**config.mk**
```make
export PLATFORM = sky130hd
export DESIGN_NAME = fdt_property_finder_core
export DESIGN_NICKNAME = d
export VERILOG_FILES = /design/src/rtl/core/fpf_pkg.sv /design/src/rtl/core/fpf_parser.sv /design/src/rtl/core/fpf_out_reg.sv /design/src/rtl/core/fdt_property_finder_core.sv
export SDC_FILE = /design/constraint.sdc
export NUM_CORES = 1
export LEC_CHECK = 0
export ABC_AREA = 1
export BUFFER_PORTS_ARGS = -buffer_cell sky130_fd_sc_hd__clkbuf_2
export CAP_MARGIN = 0
export CORE_ASPECT_RATIO = 1.5
export CORE_MARGIN = 3
export CORE_UTILIZATION = 65
export CTS_CLUSTER_DIAMETER = 100
export DETAILED_ROUTE_END_ITERATION = 6
export GPL_ROUTABILITY_DRIVEN = 1
export PLACE_DENSITY_LB_ADDON = 0.3
export REMOVE_ABC_BUFFERS = 1
export SETUP_SLACK_MARGIN = 0.2
export SYNTH_ARGS = -nofsm -noshare
export SYNTH_HDL_FRONTEND = slang
export SYNTH_SLANG_ARGS = --single-unit
```
**constraint.sdc**
```tcl
create_clock -name clk -period 5.8 [get_ports clk]
set_clock_uncertainty 0.2 [all_clocks]
set_input_delay 0.87 -clock clk [delete_from_list [all_inputs] [get_ports clk]]
set_output_delay 0.87 -clock clk [all_outputs]
set_load 0.02 [all_outputs]
```
**src/rtl/core/fpf_pkg.sv**
```systemverilog
// Package: item types, parse phases, tag and status codes for the property finder.
`default_nettype none

package fpf_pkg;

  typedef enum logic [2:0] {
    PH_TAG   = 3'd0,
    PH_NAME  = 3'd1,
    PH_PAD   = 3'd2,
    PH_PLEN  = 3'd3,
    PH_POFF  = 3'd4,
    PH_VALUE = 3'd5,
    PH_SKIP  = 3'd6,
    PH_DONE  = 3'd7
  } phase_t;

  localparam logic [31:0] TAG_BEGIN_NODE = 32'h0000_0001;
  localparam logic [31:0] TAG_PROP       = 32'h0000_0003;

  localparam logic [1:0] STATUS_VALUE     = 2'd0;
  localparam logic [1:0] STATUS_EMPTY     = 2'd1;
  localparam logic [1:0] STATUS_NOT_FOUND = 2'd2;

  typedef struct packed {
    logic [7:0] struct_byte;
    logic       block_end;
  } in_item_t;

  typedef struct packed {
    logic [7:0] value_byte;
    logic [1:0] status;
    logic       last;
  } out_item_t;

endpackage

`default_nettype wire

```
**src/rtl/core/fpf_parser.sv**
```systemverilog
// Parse state of the structure block and the result of each accepted byte.
`default_nettype none

module fpf_parser (
  input  wire logic              clk,
  input  wire logic              rst,
  input  wire logic              accept,
  input  wire fpf_pkg::in_item_t item,
  input  wire logic [31:0]       wanted_offset,
  output logic                   emit,
  output fpf_pkg::out_item_t     res
);
  import fpf_pkg::*;

  phase_t      phase, phase_next;
  logic [31:0] acc, acc_next;
  logic [1:0]  biw, biw_next;
  logic [1:0]  pos, pos_next;
  logic [31:0] plen, plen_next;
  logic [31:0] brem, brem_next;
  logic        match_done, match_done_next;

  logic [31:0] word_full;
  logic [1:0]  biw_inc;
  logic [31:0] brem_dec;
  logic        word_phase;
  logic        hit;

  assign word_full  = {acc[23:0], item.struct_byte};
  assign biw_inc    = biw + 2'd1;
  assign brem_dec   = brem - 32'd1;
  assign pos_next   = pos + 2'd1;
  assign word_phase = (phase == PH_TAG) || (phase == PH_PLEN) || (phase == PH_POFF);
  assign hit        = (phase == PH_POFF) && (biw_inc == 2'd0) && (word_full == wanted_offset);

  // next state
  always_comb begin
    phase_next      = phase;
    acc_next        = acc;
    biw_next        = biw;
    plen_next       = plen;
    brem_next       = brem;
    match_done_next = match_done;
    if (word_phase) begin
      acc_next = word_full;
      biw_next = biw_inc;
    end
    unique case (phase)
      PH_TAG, PH_PLEN, PH_POFF: begin
        if (biw_inc == 2'd0) begin
          priority if (phase == PH_TAG) begin
            if (word_full == TAG_BEGIN_NODE) phase_next = PH_NAME;
            else if (word_full == TAG_PROP) phase_next = PH_PLEN;
          end else if (phase == PH_PLEN) begin
            plen_next  = word_full;
            phase_next = PH_POFF;
          end else if (hit) begin
            match_done_next = 1'b1;
            if (plen == 32'd0) begin
              phase_next = PH_DONE;
            end else begin
              brem_next  = plen;
              phase_next = PH_VALUE;
            end
          end else if (plen == 32'd0) begin
            phase_next = PH_TAG;
          end else begin
            brem_next  = plen;
            phase_next = PH_SKIP;
          end
        end
      end
      PH_NAME: begin
        if (item.struct_byte == 8'd0) phase_next = (pos_next == 2'd0) ? PH_TAG : PH_PAD;
      end
      PH_PAD: begin
        if (pos_next == 2'd0) phase_next = PH_TAG;
      end
      PH_SKIP: begin
        brem_next = brem_dec;
        if (brem_dec == 32'd0) phase_next = (pos_next == 2'd0) ? PH_TAG : PH_PAD;
      end
      PH_VALUE: begin
        brem_next = brem_dec;
        if (brem_dec == 32'd0) phase_next = PH_DONE;
      end
      PH_DONE: begin
      end
      default: begin
      end
    endcase
  end

  // result of this byte, then the block-end overlay
  always_comb begin
    emit = 1'b0;
    res  = '{value_byte: 8'd0, status: STATUS_VALUE, last: 1'b0};
    if (phase == PH_VALUE) begin
      emit           = 1'b1;
      res.value_byte = item.struct_byte;
      res.last       = (brem == 32'd1);
    end else if (hit && (plen == 32'd0)) begin
      emit       = 1'b1;
      res.status = STATUS_EMPTY;
      res.last   = 1'b1;
    end
    if (item.block_end) begin
      priority if (emit) begin
        res.last = 1'b1;
      end else if (phase_next == PH_VALUE) begin
        emit       = 1'b1;
        res.status = STATUS_EMPTY;
        res.last   = 1'b1;
      end else if (!match_done_next) begin
        emit       = 1'b1;
        res.status = STATUS_NOT_FOUND;
        res.last   = 1'b1;
      end else begin
        // match already reported: drop the closing byte
      end
    end
  end

  always_ff @(posedge clk) begin
    if (rst || (accept && item.block_end)) begin
      phase      <= PH_TAG;
      acc        <= '0;
      biw        <= '0;
      pos        <= '0;
      plen       <= '0;
      brem       <= '0;
      match_done <= 1'b0;
    end else if (accept) begin
      phase      <= phase_next;
      acc        <= acc_next;
      biw        <= biw_next;
      pos        <= pos_next;
      plen       <= plen_next;
      brem       <= brem_next;
      match_done <= match_done_next;
    end
  end

  a_value_needs_match: assert property (@(posedge clk) disable iff (rst)
    (phase == PH_VALUE) |-> (match_done && (brem != 32'd0)))
    else $error("value phase without a live match");

  a_end_clears: assert property (@(posedge clk) disable iff (rst)
    (accept && item.block_end) |=> ((phase == PH_TAG) && !match_done && (biw == 2'd0)))
    else $error("block end did not clear the parse");

  a_non_value_zero: assert property (@(posedge clk) disable iff (rst)
    (emit && (res.status != STATUS_VALUE)) |-> ((res.value_byte == 8'd0) && res.last))
    else $error("status result carries a byte or lacks last");

endmodule

`default_nettype wire

```
**src/rtl/core/fpf_out_reg.sv**
```systemverilog
// Result register between the parser and the result channel.
`default_nettype none

module fpf_out_reg (
  input  wire logic               clk,
  input  wire logic               rst,
  input  wire logic               load,
  input  wire fpf_pkg::out_item_t load_item,
  output logic                    can_load,
  output logic                    result_valid,
  input  wire logic               result_stall,
  output fpf_pkg::out_item_t      result
);
  import fpf_pkg::*;

  assign can_load = !result_valid || !result_stall;

  always_ff @(posedge clk) begin
    if (rst) begin
      result_valid <= 1'b0;
    end else if (can_load) begin
      result_valid <= load;
    end
  end

  // payload needs no reset
  always_ff @(posedge clk) begin
    if (can_load && load) begin
      result <= load_item;
    end
  end

  a_no_overwrite: assert property (@(posedge clk) disable iff (rst)
    (result_valid && result_stall) |-> !can_load)
    else $error("held item could be overwritten");

endmodule

`default_nettype wire

```
**src/rtl/core/fdt_property_finder_core.sv**
```systemverilog
// Top level of the flattened device tree property finder.
// Feed the structure block one byte per item, with block_end on its final byte;
// cfg_wdata, written while idle, gives the wanted name offset in the strings block.
// One byte is accepted per unstalled cycle; each byte is handled in the cycle it is
// accepted and its result, if any, appears in the result register on the next
// cycle. The byte channel stalls only while that register holds an item that the
// result channel is stalling. Results are value bytes of the matching property
// (last on its final byte), one empty-found item, or one not-found item at block end.
`default_nettype none

module fdt_property_finder_core (
  input  wire logic              clk,
  input  wire logic              rst,
  input  wire logic              cfg_we,
  input  wire logic [31:0]       cfg_wdata,
  input  wire logic              byte_valid,
  output logic                   byte_stall,
  input  wire fpf_pkg::in_item_t byte_item,
  output logic                   result_valid,
  input  wire logic              result_stall,
  output fpf_pkg::out_item_t     result
);
  import fpf_pkg::*;

  logic [31:0] wanted_offset;
  logic        accept;
  logic        can_load;
  logic        emit;
  out_item_t   res;

  always_ff @(posedge clk) begin
    if (rst) begin
      wanted_offset <= '0;
    end else if (cfg_we) begin
      wanted_offset <= cfg_wdata;
    end
  end

  assign byte_stall = !can_load;
  assign accept     = byte_valid && can_load;

  fpf_parser u_parser (
    .clk           (clk),
    .rst           (rst),
    .accept        (accept),
    .item          (byte_item),
    .wanted_offset (wanted_offset),
    .emit          (emit),
    .res           (res)
  );

  fpf_out_reg u_out_reg (
    .clk          (clk),
    .rst          (rst),
    .load         (accept && emit),
    .load_item    (res),
    .can_load     (can_load),
    .result_valid (result_valid),
    .result_stall (result_stall),
    .result       (result)
  );

endmodule

`default_nettype wire

```
==> results of run 1 <==
-- cells by family after synthesis --
logic type	share of synthesized area
compound gates	0.171
xor+xnor	0.0293
fa+ha+maj	0.0184
buf+inv	0.0734
flops	0.389
simple gates	0.319
-- cell type report --
| type | instances | area share |
|---|---|---|
| Tap cell | 147 | 0.0218 |
| Sequential cell | 140 | 0.345 |
| Multi-Input combinational cell | 833 | 0.477 |
| Clock inverter | 12 | 0.0175 |
| Inverter | 100 | 0.0445 |
| Clock buffer | 20 | 0.0518 |
| Timing Repair Buffer | 66 | 0.0415 |
-- sequential cells by signal (all words and copies together), names as in the netlist --
name / flops
u_out_reg.result: 11
u_out_reg.result_valid: 1
u_parser.pos: 2
u_parser.plen: 32
u_parser.match_done: 1
wanted_offset: 32
u_parser.biw: 2
u_parser.acc: 24
u_parser.phase: 3
u_parser.brem: 32
-- through the flow --
step	power [uW]	std cells	utilization	area (um^2)
after detailed placement	1390	1286	0.706	7850
final	2470	1318	0.759	8430
after floorplan	1280	1073	-	7310
after CTS	2460	1318	0.759	8430
after global placement	1380	1286	0.706	7850
after global routing	2560	1318	0.759	8430
-- critical path: stages (launching register included) --
cell and delay (ns):
dfxtp_1 0.35, inv_1 0.23, ha_1 0.28, nand2_1 0.11, inv_1 0.15, nand3_1 0.09, nor3b_1 0.21, nand4_1 0.13
nor3_1 0.40, inv_1 0.09, ha_1 0.28, a21oi_1 0.16, a21oi_1 0.05, o21ai_0 0.14, nand2_1 0.06, nor2_1 0.08
nand2_1 0.06, nand2_1 0.10, nand3_2 0.11, nand3_2 0.10, nand2_2 0.06, inv_1 0.31
-- layout by cell type (no fill, tap or decap), drive strengths merged, types with 10 or more instances in the layout --
cell    instances
nand2         219
inv            99
clkbuf         78
a21oi          66
dfxtp         129
edfxtp         11
a31oi          19
nand4          18
xor2           15
nand3          40
o21ai         135
ha             11
nor4           12
nor3           12
xnor2          10
a221oi         10
nor2          249
-- per-layer routing --
layer	part of all wire	up-vias	wire length, um	GRT usage
li1	-	3747	-	-
met1	0.37	3434	7860	0.371
met2	0.50	381	10700	0.597
met3	0.065	118	1390	0.0727
met4	0.070	0	1510	0.224
met5	0	-	0	0
-- worst min path at each step --
stage	from	to	slack [ns]	cells past startpoint
final	u_parser.plen[16]$_SDFFE_PP0P_	u_parser.brem[16]$_SDFFE_PP0P_	0.27	2
after global routing	u_parser.biw[0]$_SDFFE_PP0P_	u_parser.biw[0]$_SDFFE_PP0P_	0.29	1
after CTS	u_parser.biw[0]$_SDFFE_PP0P_	u_parser.biw[0]$_SDFFE_PP0P_	0.27	1
after detailed placement	u_parser.biw[0]$_SDFFE_PP0P_	u_parser.biw[0]$_SDFFE_PP0P_	0.25	1
after global placement	u_parser.biw[0]$_SDFFE_PP0P_	u_parser.biw[0]$_SDFFE_PP0P_	0.24	1
after floorplan	u_parser.biw[0]$_SDFFE_PP0P_	u_parser.biw[0]$_SDFFE_PP0P_	0.23	1
-- power breakdown --
part,internal [uW],leakage [uW],total [uW],switching [uW]
Combinational,109,0.00236,332,223
Clock,672,0.000275,1080,410
Sequential,1010,0.00116,1060,41.5
==> run metrics, run 1 <==
outcome finished clean; GP Congestion 0.961; die height 137 um; wirelength, routed 21400 um; clock-pin transition on the worst setup and hold timing paths 0.06 ns; Setup crit end kind register; Yosys cell types 38; cts hold-fix bufs 0; first-pass GRT wire length 34500 um; cell taking the most area after synthesis dfxtp_1; pin count of the biggest net entering global routing 57; antenna-violating nets left 0; Syn Area/Cell about 6.7 um^2; Inserted Clock Buffers 17; Setup TNS 0 ns; post-synth top area share 0.345; MaxCap Viol Count 0; post-CTS setup buffer count 0; async set-reset flop share out of synthesis 0; multi-input combinational cell area between 4000 and 5000 um^2; setup ws final 1.70 ns; share of layout cells above drive strength 1 0.108; global route overflow 0; Die Wd 93.6 um; Ports 59; vias post-DR 7680; Final Hold Fails 0; crit path to u_out_reg.result[9]$_SDFFCE_PP0P_; Pre-antenna DRT Iters 5; hpwl dp between 15000 and 20000 um; Startpoint Class register; Initial Util 0.673; critical setup path kind reg -> reg; most instantiated cells after synthesis nor2_1 (236), nand2_1 (212), dfxtp_1 (129); Worst Tran Pin Value 1.06 ns; post-cts resize count 0; Final Setup Violations 0; Reg2Reg Depth 21; nets 1215; Clk Latency, worst-skew pair about 0.43 ns; maximum VDD drop 236 uV; reg2reg start u_parser.phase[1]$_SDFFE_PP0P_; ant diodes 0; register-to-register setup slack 1.70 ns; EDFF count, synth 11; CTS Root Cell clkbuf_16; DR iter-0 viols 553; leakage power roughly 0.0038 uW; Post-synth top flop dfxtp_1; Storage cell area 2910 um^2; CTS Buffer Depth 2; Port Buf Inserts 58; Remaining DRCs 0; Area growth syn-to-layout 12.7%; initial antenna violation count 0; number of global-route vias before repair ~7300; DP Worst Slack 1.55 ns; crit path time final slightly above 4 ns; hold_ws 0.271 ns; Core Box Area 11100 um^2; Pwr Density ~300 nW/um^2; GRT Util Overall 0.342; Final Max Tran Viols 0; crit path DAT 3.98 ns; Area contributors post-synth dfxtp_1 (35%), nor2_1 (12%), nand2_1 (11%); Vias/cell 5.83; most frequent cell after synthesis nor2_1; Post-Synthesis Cells approximately 1100; RSZ-0062 raised after global routing false; Hold Crit Class reg -> reg; CTS tree yes; full die area 12900 um^2; r2r endpoint u_out_reg.result[9]$_SDFFCE_PP0P_; Worst setup startpoint u_parser.phase[1]$_SDFFE_PP0P_; CP max FO 11; mapped cell area 7480 um^2; Tcrit/Tclk final 0.707; register area share after synthesis 0.389; FMAX 244 MHz; H-tree levels 4; Slew headroom 0.294; fill cell count 864; row count 47; #FFs+latches synth between 100 and 150; WP data required 5.68 ns; WL/cell 16.3 um; Sink Count 140; synth warn 0
Note: power is estimated with default switching activity, not from simulation.
==> run 2: changes to the inputs <==
- CORE_UTILIZATION: 65 -> 60
- clock period: 5.8 -> 4 ns (I/O delays scaled with it)
==> run 2 against run 1 <==
  * Cell area is 1.3% higher
  * Final cell count is 1.3% higher
  * Non-clock buffer count is 10 higher
  * Flip-flop and latch count stayed put
  * First-iteration DRC count is 20% lower
  * Clock power is 43% higher
  * Highest routed layer unchanged
  * Global-route usage is 3.2 points lower
==> run metrics, run 2 (same netlist as run 1, synthesis figures left out) <==
nets 1226 (+0.91%); hpwl dp 15900 um (+2.8%); critical path's top delay family simple AND/OR/NAND/NOR gates; Top Registers u_parser.brem x32, u_parser.plen x32, wanted_offset x32; commonest non-fill, non-tap cells in the layout nor2_1 (235), nand2_1 (212), dfxtp_1 (129), o21ai_0 (126), inv_1 (94); Final Hold Fails 0 (unchanged); maximum VDD drop 311 uV (+32%); Hold Crit Depth 2 (unchanged); critical path's slowest cell dfxtp_1; FMAX 284 MHz (+16%); Port Buf Inserts 58 (unchanged); Reg2Reg Depth 21 (unchanged); CTS Root Cell clkbuf_16; crit path DAT 3.44 ns (-0.54 ns); critical setup path kind reg -> reg; cts hold-fix bufs 0 (unchanged); Core Box Area 12100 um^2 (+8.7%); leakage power 0.00384 uW (+1.2%); Worst Hold Path EP u_out_reg.result_valid$_SDFFE_PP0N_; antenna-violating nets left 0 (unchanged); Buf/Inv on CP 4 (unchanged); Area growth syn-to-layout 14.1%; Inserted Clock Buffers 17 (unchanged); CTS Buffer Depth 2 (unchanged); Hold Path Origin rst; crit path time final 3.52 ns (-0.580 ns); register-to-register setup slack 0.48 ns (-1.22 ns); GP Congestion 0.958 (-0.33%); RSZ-0062 raised after global routing false; reg2reg start u_parser.phase[0]$_SDFFE_PP0P_; Remaining DRCs 0 (unchanged); CP most frequent cell nand2_1; wirelength, routed 21200 um (-1.1%); Setup TNS 0 ns (unchanged); CP max stage delay 0.31 ns (-0.09 ns); MaxCap Viol Count 0 (unchanged); GRT Util Overall 0.311 (-0.0317); Critical Path, Cell by Cell inv_1 > ha_2 > nand2_1 > inv_1 > nand3_1 > nor3b_1 > nand4_1 > nor3_2 > inv_1 > ha_1 > a21oi_1 > a21oi_1 > o21ai_0 > nand2_1 > nor2_1 > nand2_1 > nand2_1 > nand3_2 > nand3_2 > nand2_2 > clkinvlp_4; WP data required 3.92 ns (-1.76 ns); post-CTS setup buffer count 0 (unchanged); Worst Tran Pin Value 0.998 ns (-0.0596 ns); CTS tree yes; first-pass GRT wire length 34500 um (about the same); Final Setup Violations 0 (unchanged); Ports 59 (unchanged); number of global-route vias before repair 7218 (-1.3%); fill cell count 1049 (+21%); Startpoint Class register; Vias/cell 5.71 (-2.1%); r2r endpoint u_out_reg.result[5]$_SDFFCE_PP0P_; Clk Latency, worst-skew pair 0.42 ns (about the same); hold_ws 0.149 ns (-0.123 ns); share of layout cells above drive strength 1 0.124 (+0.0159); Pre-antenna DRT Iters 6 (+1); Tcrit/Tclk final 0.880 (+0.173); commonest non-fill, non-tap cell in the layout nor2_1; Slew headroom 0.334 (+0.0398); Hold Crit Class in -> reg; Setup crit end kind register; Initial Util 0.620 (-0.0537); H-tree levels 4 (unchanged); Die Wd 97.2 um (+3.8%); clock-pin transition on the worst setup and hold timing paths 0.06 ns (about the same); Final Max Tran Viols 0 (unchanged); Sink Count 140 (unchanged); die height 143 um (+3.9%); WL/cell 15.9 um (-2.3%); initial antenna violation count 0 (unchanged); pin count of the biggest net entering global routing 43 (-25%); Worst setup startpoint u_parser.phase[0]$_SDFFE_PP0P_; full die area 13900 um^2 (+7.9%); CP max FO 6 (-5); Pwr Density 417 nW/um^2 (+43%); row count 49 (+4.3%); outcome finished clean; vias post-DR 7617 (-0.82%); ant diodes 0 (unchanged); DR iter-0 viols 445 (-20%); global route overflow 0 (unchanged)
[run 2: cell count changes in the layout (fill, tap and decap cells not counted), sizes merged]
cell,previous run,this run
clkinvlp,3,4
clkinv,7,6
bufinv,3,1
buf,8,18
clkbuf,78,79
inv,99,101
[run 2: power breakdown]
| part | switching (uW) | internal (uW) |
|---|---|---|
| logic | 327 | 165 |
| registers | 56.6 | 1470 |
| clock network | 613 | 932 |
[run 2: metrics by stage]
step	total power [uW]	std cells	instance area (um^2)	utilization	setup slack, ns
final	3560	1335	8540	0.707	0.482
after global routing	3710	1335	8540	0.707	0.232
after CTS	3560	1334	8520	0.705	0.342
after detailed placement	2030	1302	7930	0.657	0.0754
after global placement	2020	1302	7930	0.657	0.165
after floorplan	1860	1073	7310	-	-0.216
[run 2: worst reg2reg max path: stages, from the launching register on]
cell	delay [ns]
dfxtp_1	0.31
inv_1	0.17
ha_2	0.25
nand2_1	0.07
inv_1	0.12
nand3_1	0.09
nor3b_1	0.18
nand4_1	0.13
nor3_2	0.23
inv_1	0.07
ha_1	0.27
a21oi_1	0.14
a21oi_1	0.05
o21ai_0	0.15
nand2_1	0.07
nor2_1	0.08
nand2_1	0.07
nand2_1	0.10
nand3_2	0.12
nand3_2	0.11
nand2_2	0.11
clkinvlp_4	0.16
[run 2: cell type report]
class | instances | area, um^2 | share of cell area
flip-flops and latches | 140 | 2910 | 0.341
well taps | 153 | 191 | 0.0224
clock inverters | 11 | 105 | 0.0123
clock buffers | 21 | 482 | 0.0564
repair inverters | 1 | 7.51 | 0.000879
multi-input cells | 833 | 4030 | 0.472
inverters | 100 | 383 | 0.0448
repair buffers | 76 | 425 | 0.0498
[run 2: worst max path at each step]
stage,cells after the start,to
floorplan,11,u_parser.brem[19]$_SDFFE_PP0P_
global placement,21,u_out_reg.result[5]$_SDFFCE_PP0P_
detailed placement,21,u_out_reg.result[5]$_SDFFCE_PP0P_
CTS,21,u_out_reg.result[5]$_SDFFCE_PP0P_
global route,21,u_out_reg.result[6]$_SDFFCE_PP0P_
finish,21,u_out_reg.result[5]$_SDFFCE_PP0P_
[run 2: timing repair]
action,CTS,global route
setup endpoints to repair,11,13
cloned,0,1
pin swaps,0,0
resized for setup,1,5
[run 2: layer usage]
layer,GRT usage,part of all wire,vias to the layer above
met5,0,0,-
met1,0.350,0.38,3428
li1,-,-,3772
met4,0.205,0.069,0
met2,0.532,0.49,324
met3,0.0645,0.060,93
==> run 3: changes to the inputs <==
- ABC_AREA: 1 -> not set
==> run 3 against run 2 <==
  * Largest cell class unchanged
  * Count of clock-buffer cells in the layout decreased by 4
  * Worst setup slack worse by 0.28 ns
  * Register-to-register slack lost 0.28 ns
  * Maximum frequency fell by 7.4%
  * Via count fell by 6.1%
  * Critical endpoint is now u_out_reg.result[7]$_SDFFCE_PP0P_
  * Non-clock buffer count grew 51
==> run metrics, run 3 <==
outcome finished clean; Area growth syn-to-layout 20.4%; vias post-DR 7150 (-6.1%); maximum VDD drop 382 uV (+23%); Final Max Tran Viols 0 (unchanged); H-tree levels 4 (unchanged); GP Congestion 0.916 (-4.4%); Port Buf Inserts 58 (unchanged); Storage cell area 2930 um^2 (+0.60%); Tcrit/Tclk final 0.950 (+0.0706); row count 48 (-2.0%); Hold Crit Class in -> reg; Vias/cell 6.11 (+7.0%); full die area 13500 um^2 (-2.7%); Initial Util 0.624 (+0.00412); Core Box Area 11700 um^2 (-3.5%); pin count of the biggest net entering global routing 64 (+49%); Slew headroom 0.306 (-0.0286); CTS tree yes; Worst Tran Pin Value 1.04 ns (+0.0415 ns); #FFs+latches synth 140 (unchanged); Syn Area/Cell 7.85 um^2 (+17%); Clk Latency, worst-skew pair 0.42 ns (about the same); initial antenna violation count 0 (unchanged); Top Registers u_parser.brem x32, u_parser.plen x32, wanted_offset x32; post-synth top area share 0.355 (+0.0103); critical path's slowest cell dfxtp_1; register area share after synthesis 0.401 (+0.0116); placed cells 1137 (-13%); Setup crit end kind register; clock-pin transition on the worst setup and hold timing paths 0.07 ns (about the same); EDFF count, synth 11 (unchanged); most instantiated cells after synthesis nand2_1 (173), dfxtp_1 (129), nor2_1 (111); Sink Count 140 (unchanged); Post-synth top flop dfxtp_1; Cell Count, Final, Fillers Out 1171 (-12%); CP max stage delay 0.35 ns (+0.04 ns); CTS Root Cell clkbuf_16; first-pass GRT wire length 33800 um (-2.1%); critical setup path kind reg -> reg; crit path DAT 3.74 ns (+0.30 ns); antenna-violating nets left 0 (unchanged); leakage power 0.00349 uW (-9.1%); cts hold-fix bufs 0 (unchanged); cell taking the most area after synthesis dfxtp_1; met3 Resource Use GR 0.0587 (-0.00579); multi-input combinational cell area 4200 um^2 (+4.2%); Ports 59 (unchanged); MaxCap Viol Count 0 (unchanged); Final Setup Violations 0 (unchanged); Inserted Clock Buffers 17 (unchanged); share of layout cells above drive strength 1 0.217 (+0.0931); Remaining DRCs 0 (unchanged); CP max FO 6 (unchanged); Final Hold Fails 0 (unchanged); FMAX 263 MHz (-7.4%); post-route cell area 8750 um^2 (+2.5%); number of global-route vias before repair 6943 (-3.8%); Pre-antenna DRT Iters 5 (-1); Setup TNS 0 ns (unchanged); grt peak-use layer met2; commonest non-fill, non-tap cell in the layout nand2_1; Reg2Reg Depth 15 (-29%); Die Wd 95.9 um (-1.4%); crit path time final 3.80 ns (+0.282 ns); GRT Util Overall 0.320 (+0.00978); Post-Place Cell Area 8010 um^2 (+1.1%); Yosys cell types 66 (+74%); hold_ws 0.211 ns (+0.0625 ns); Startpoint Class register; nets 1065 (-13%); Pwr Density 378 nW/um^2 (-9.4%); die height 141 um (-1.4%); Area contributors post-synth dfxtp_1 (36%), nand2_1 (8.9%), a21oi_1 (7.4%); global route overflow 0 (unchanged); M1 GR Usage 0.373 (+0.0229); most frequent cell after synthesis nand2_1; mapped cell area 7270 um^2 (-2.9%); DR iter-0 viols 512 (+15%); Post-Synthesis Cells 926 (-17%); Critical Path, Cell by Cell xor2_1 > nor4_1 > nand4_1 > nor3_4 > inv_1 > ha_1 > a31o_2 > a21oi_2 > o211ai_1 > a221o_1 > a21oi_1 > mux2i_1 > o31a_2 > o22ai_4 > buf_6; CTS Buffer Depth 2 (unchanged); fill cell count 863 (-18%); WP data required 3.94 ns (+0.02 ns); wirelength, routed 21000 um (-1.1%); commonest non-fill, non-tap cells in the layout nand2_1 (173), dfxtp_1 (115), nor2_1 (111), a21oi_1 (106), buf_4 (66); synth warn 0 (unchanged); GRT met2 Usage 0.537 (+0.00500); Hold Crit Depth 3 (+1); async set-reset flop share out of synthesis 0 (unchanged); ant diodes 0 (unchanged); WL/cell 17.9 um (+13%); RSZ-0062 raised after global routing true; hpwl dp 14100 um (-11%)
-- run 3: path summary, 6_finish.rpt --
| kind | to | slack [ns] | startpoint |
|---|---|---|---|
| setup / recovery | u_out_reg.result[7]$_SDFFCE_PP0P_ | 0.20 | u_parser.acc[18]$_SDFFE_PP0P_ |
| hold / removal | wanted_offset[27]$_SDFFE_PP0P_ | 0.21 | cfg_wdata[27] |
| hold reg to reg | u_parser.plen[23]$_SDFFE_PP0P_ | 0.27 | u_parser.plen[23]$_SDFFE_PP0P_ |
| setup reg to reg | u_out_reg.result[7]$_SDFFCE_PP0P_ | 0.20 | u_parser.acc[18]$_SDFFE_PP0P_ |
-- run 3: repair_timing --
action	CTS	global route
endpoints found under the setup margin	11	11
resized for setup	32	9
pin swaps	14	5
endpoints found under the hold margin	0	0
cloned	1	0
setup buffers	1	0
-- run 3: logic make-up (layout without fill, tap and decap cells) --
kind of cell / Yosys count / count (layout) / share of synthesized area
AND/OR/NAND/NOR: 434 / 434 / 0.287
AO/OA/AOI/OAI: 190 / 190 / 0.151
flip-flops: 140 / 140 / 0.401
buffers and inverters: 74 / 169 / 0.0422
XOR/XNOR: 41 / 41 / 0.0504
multiplexers: 36 / 36 / 0.0498
adder cells (fa/ha/maj): 11 / 11 / 0.0189
-- run 3: metrics by stage --
step / setup slack [ns] / util / power (uW)
final: 0.199 / 0.751 / 3310
after CTS: 0.194 / 0.747 / 3310
after detailed placement: -0.289 / 0.688 / 1790
after floorplan: -0.819 / - / 1660
after global placement: -0.228 / 0.688 / 1780
after global routing: 0.109 / 0.751 / 3420
-- run 3: report_power, final --
group	internal (uW)	switching, uW
combinational	126	182
sequential	1450	26.6
clock	828	700
total	2400	908
-- run 3: area by class of cell --
class / count / share of cell area
flip-flops and latches: 140 / 0.335
clock buffers: 17 / 0.0486
well taps: 150 / 0.0214
repair buffers: 127 / 0.0946
multi-input cells: 712 / 0.480
inverters: 10 / 0.00429
clock inverters: 15 / 0.0164
-- run 3: routing by layer --
metal | wire, um | share of wire | up-vias
li1 | - | - | 3413
met1 | 7870 | 0.38 | 3289
met2 | 10500 | 0.50 | 336
met3 | 1320 | 0.063 | 112
met4 | 1330 | 0.063 | 0
met5 | 0 | 0 | -
-- run 3: worst max-delay path, delay by kind of cell (launching register included) --
kind,cells,cell delay (ns)
adder cells (fa/ha/maj),1,0.27
XOR/XNOR,1,0.18
AND/OR/NAND/NOR,3,0.83
multiplexers,1,0.10
AO/OA/AOI/OAI,7,1.38
buffers and inverters,2,0.22
flip-flops,1,0.35
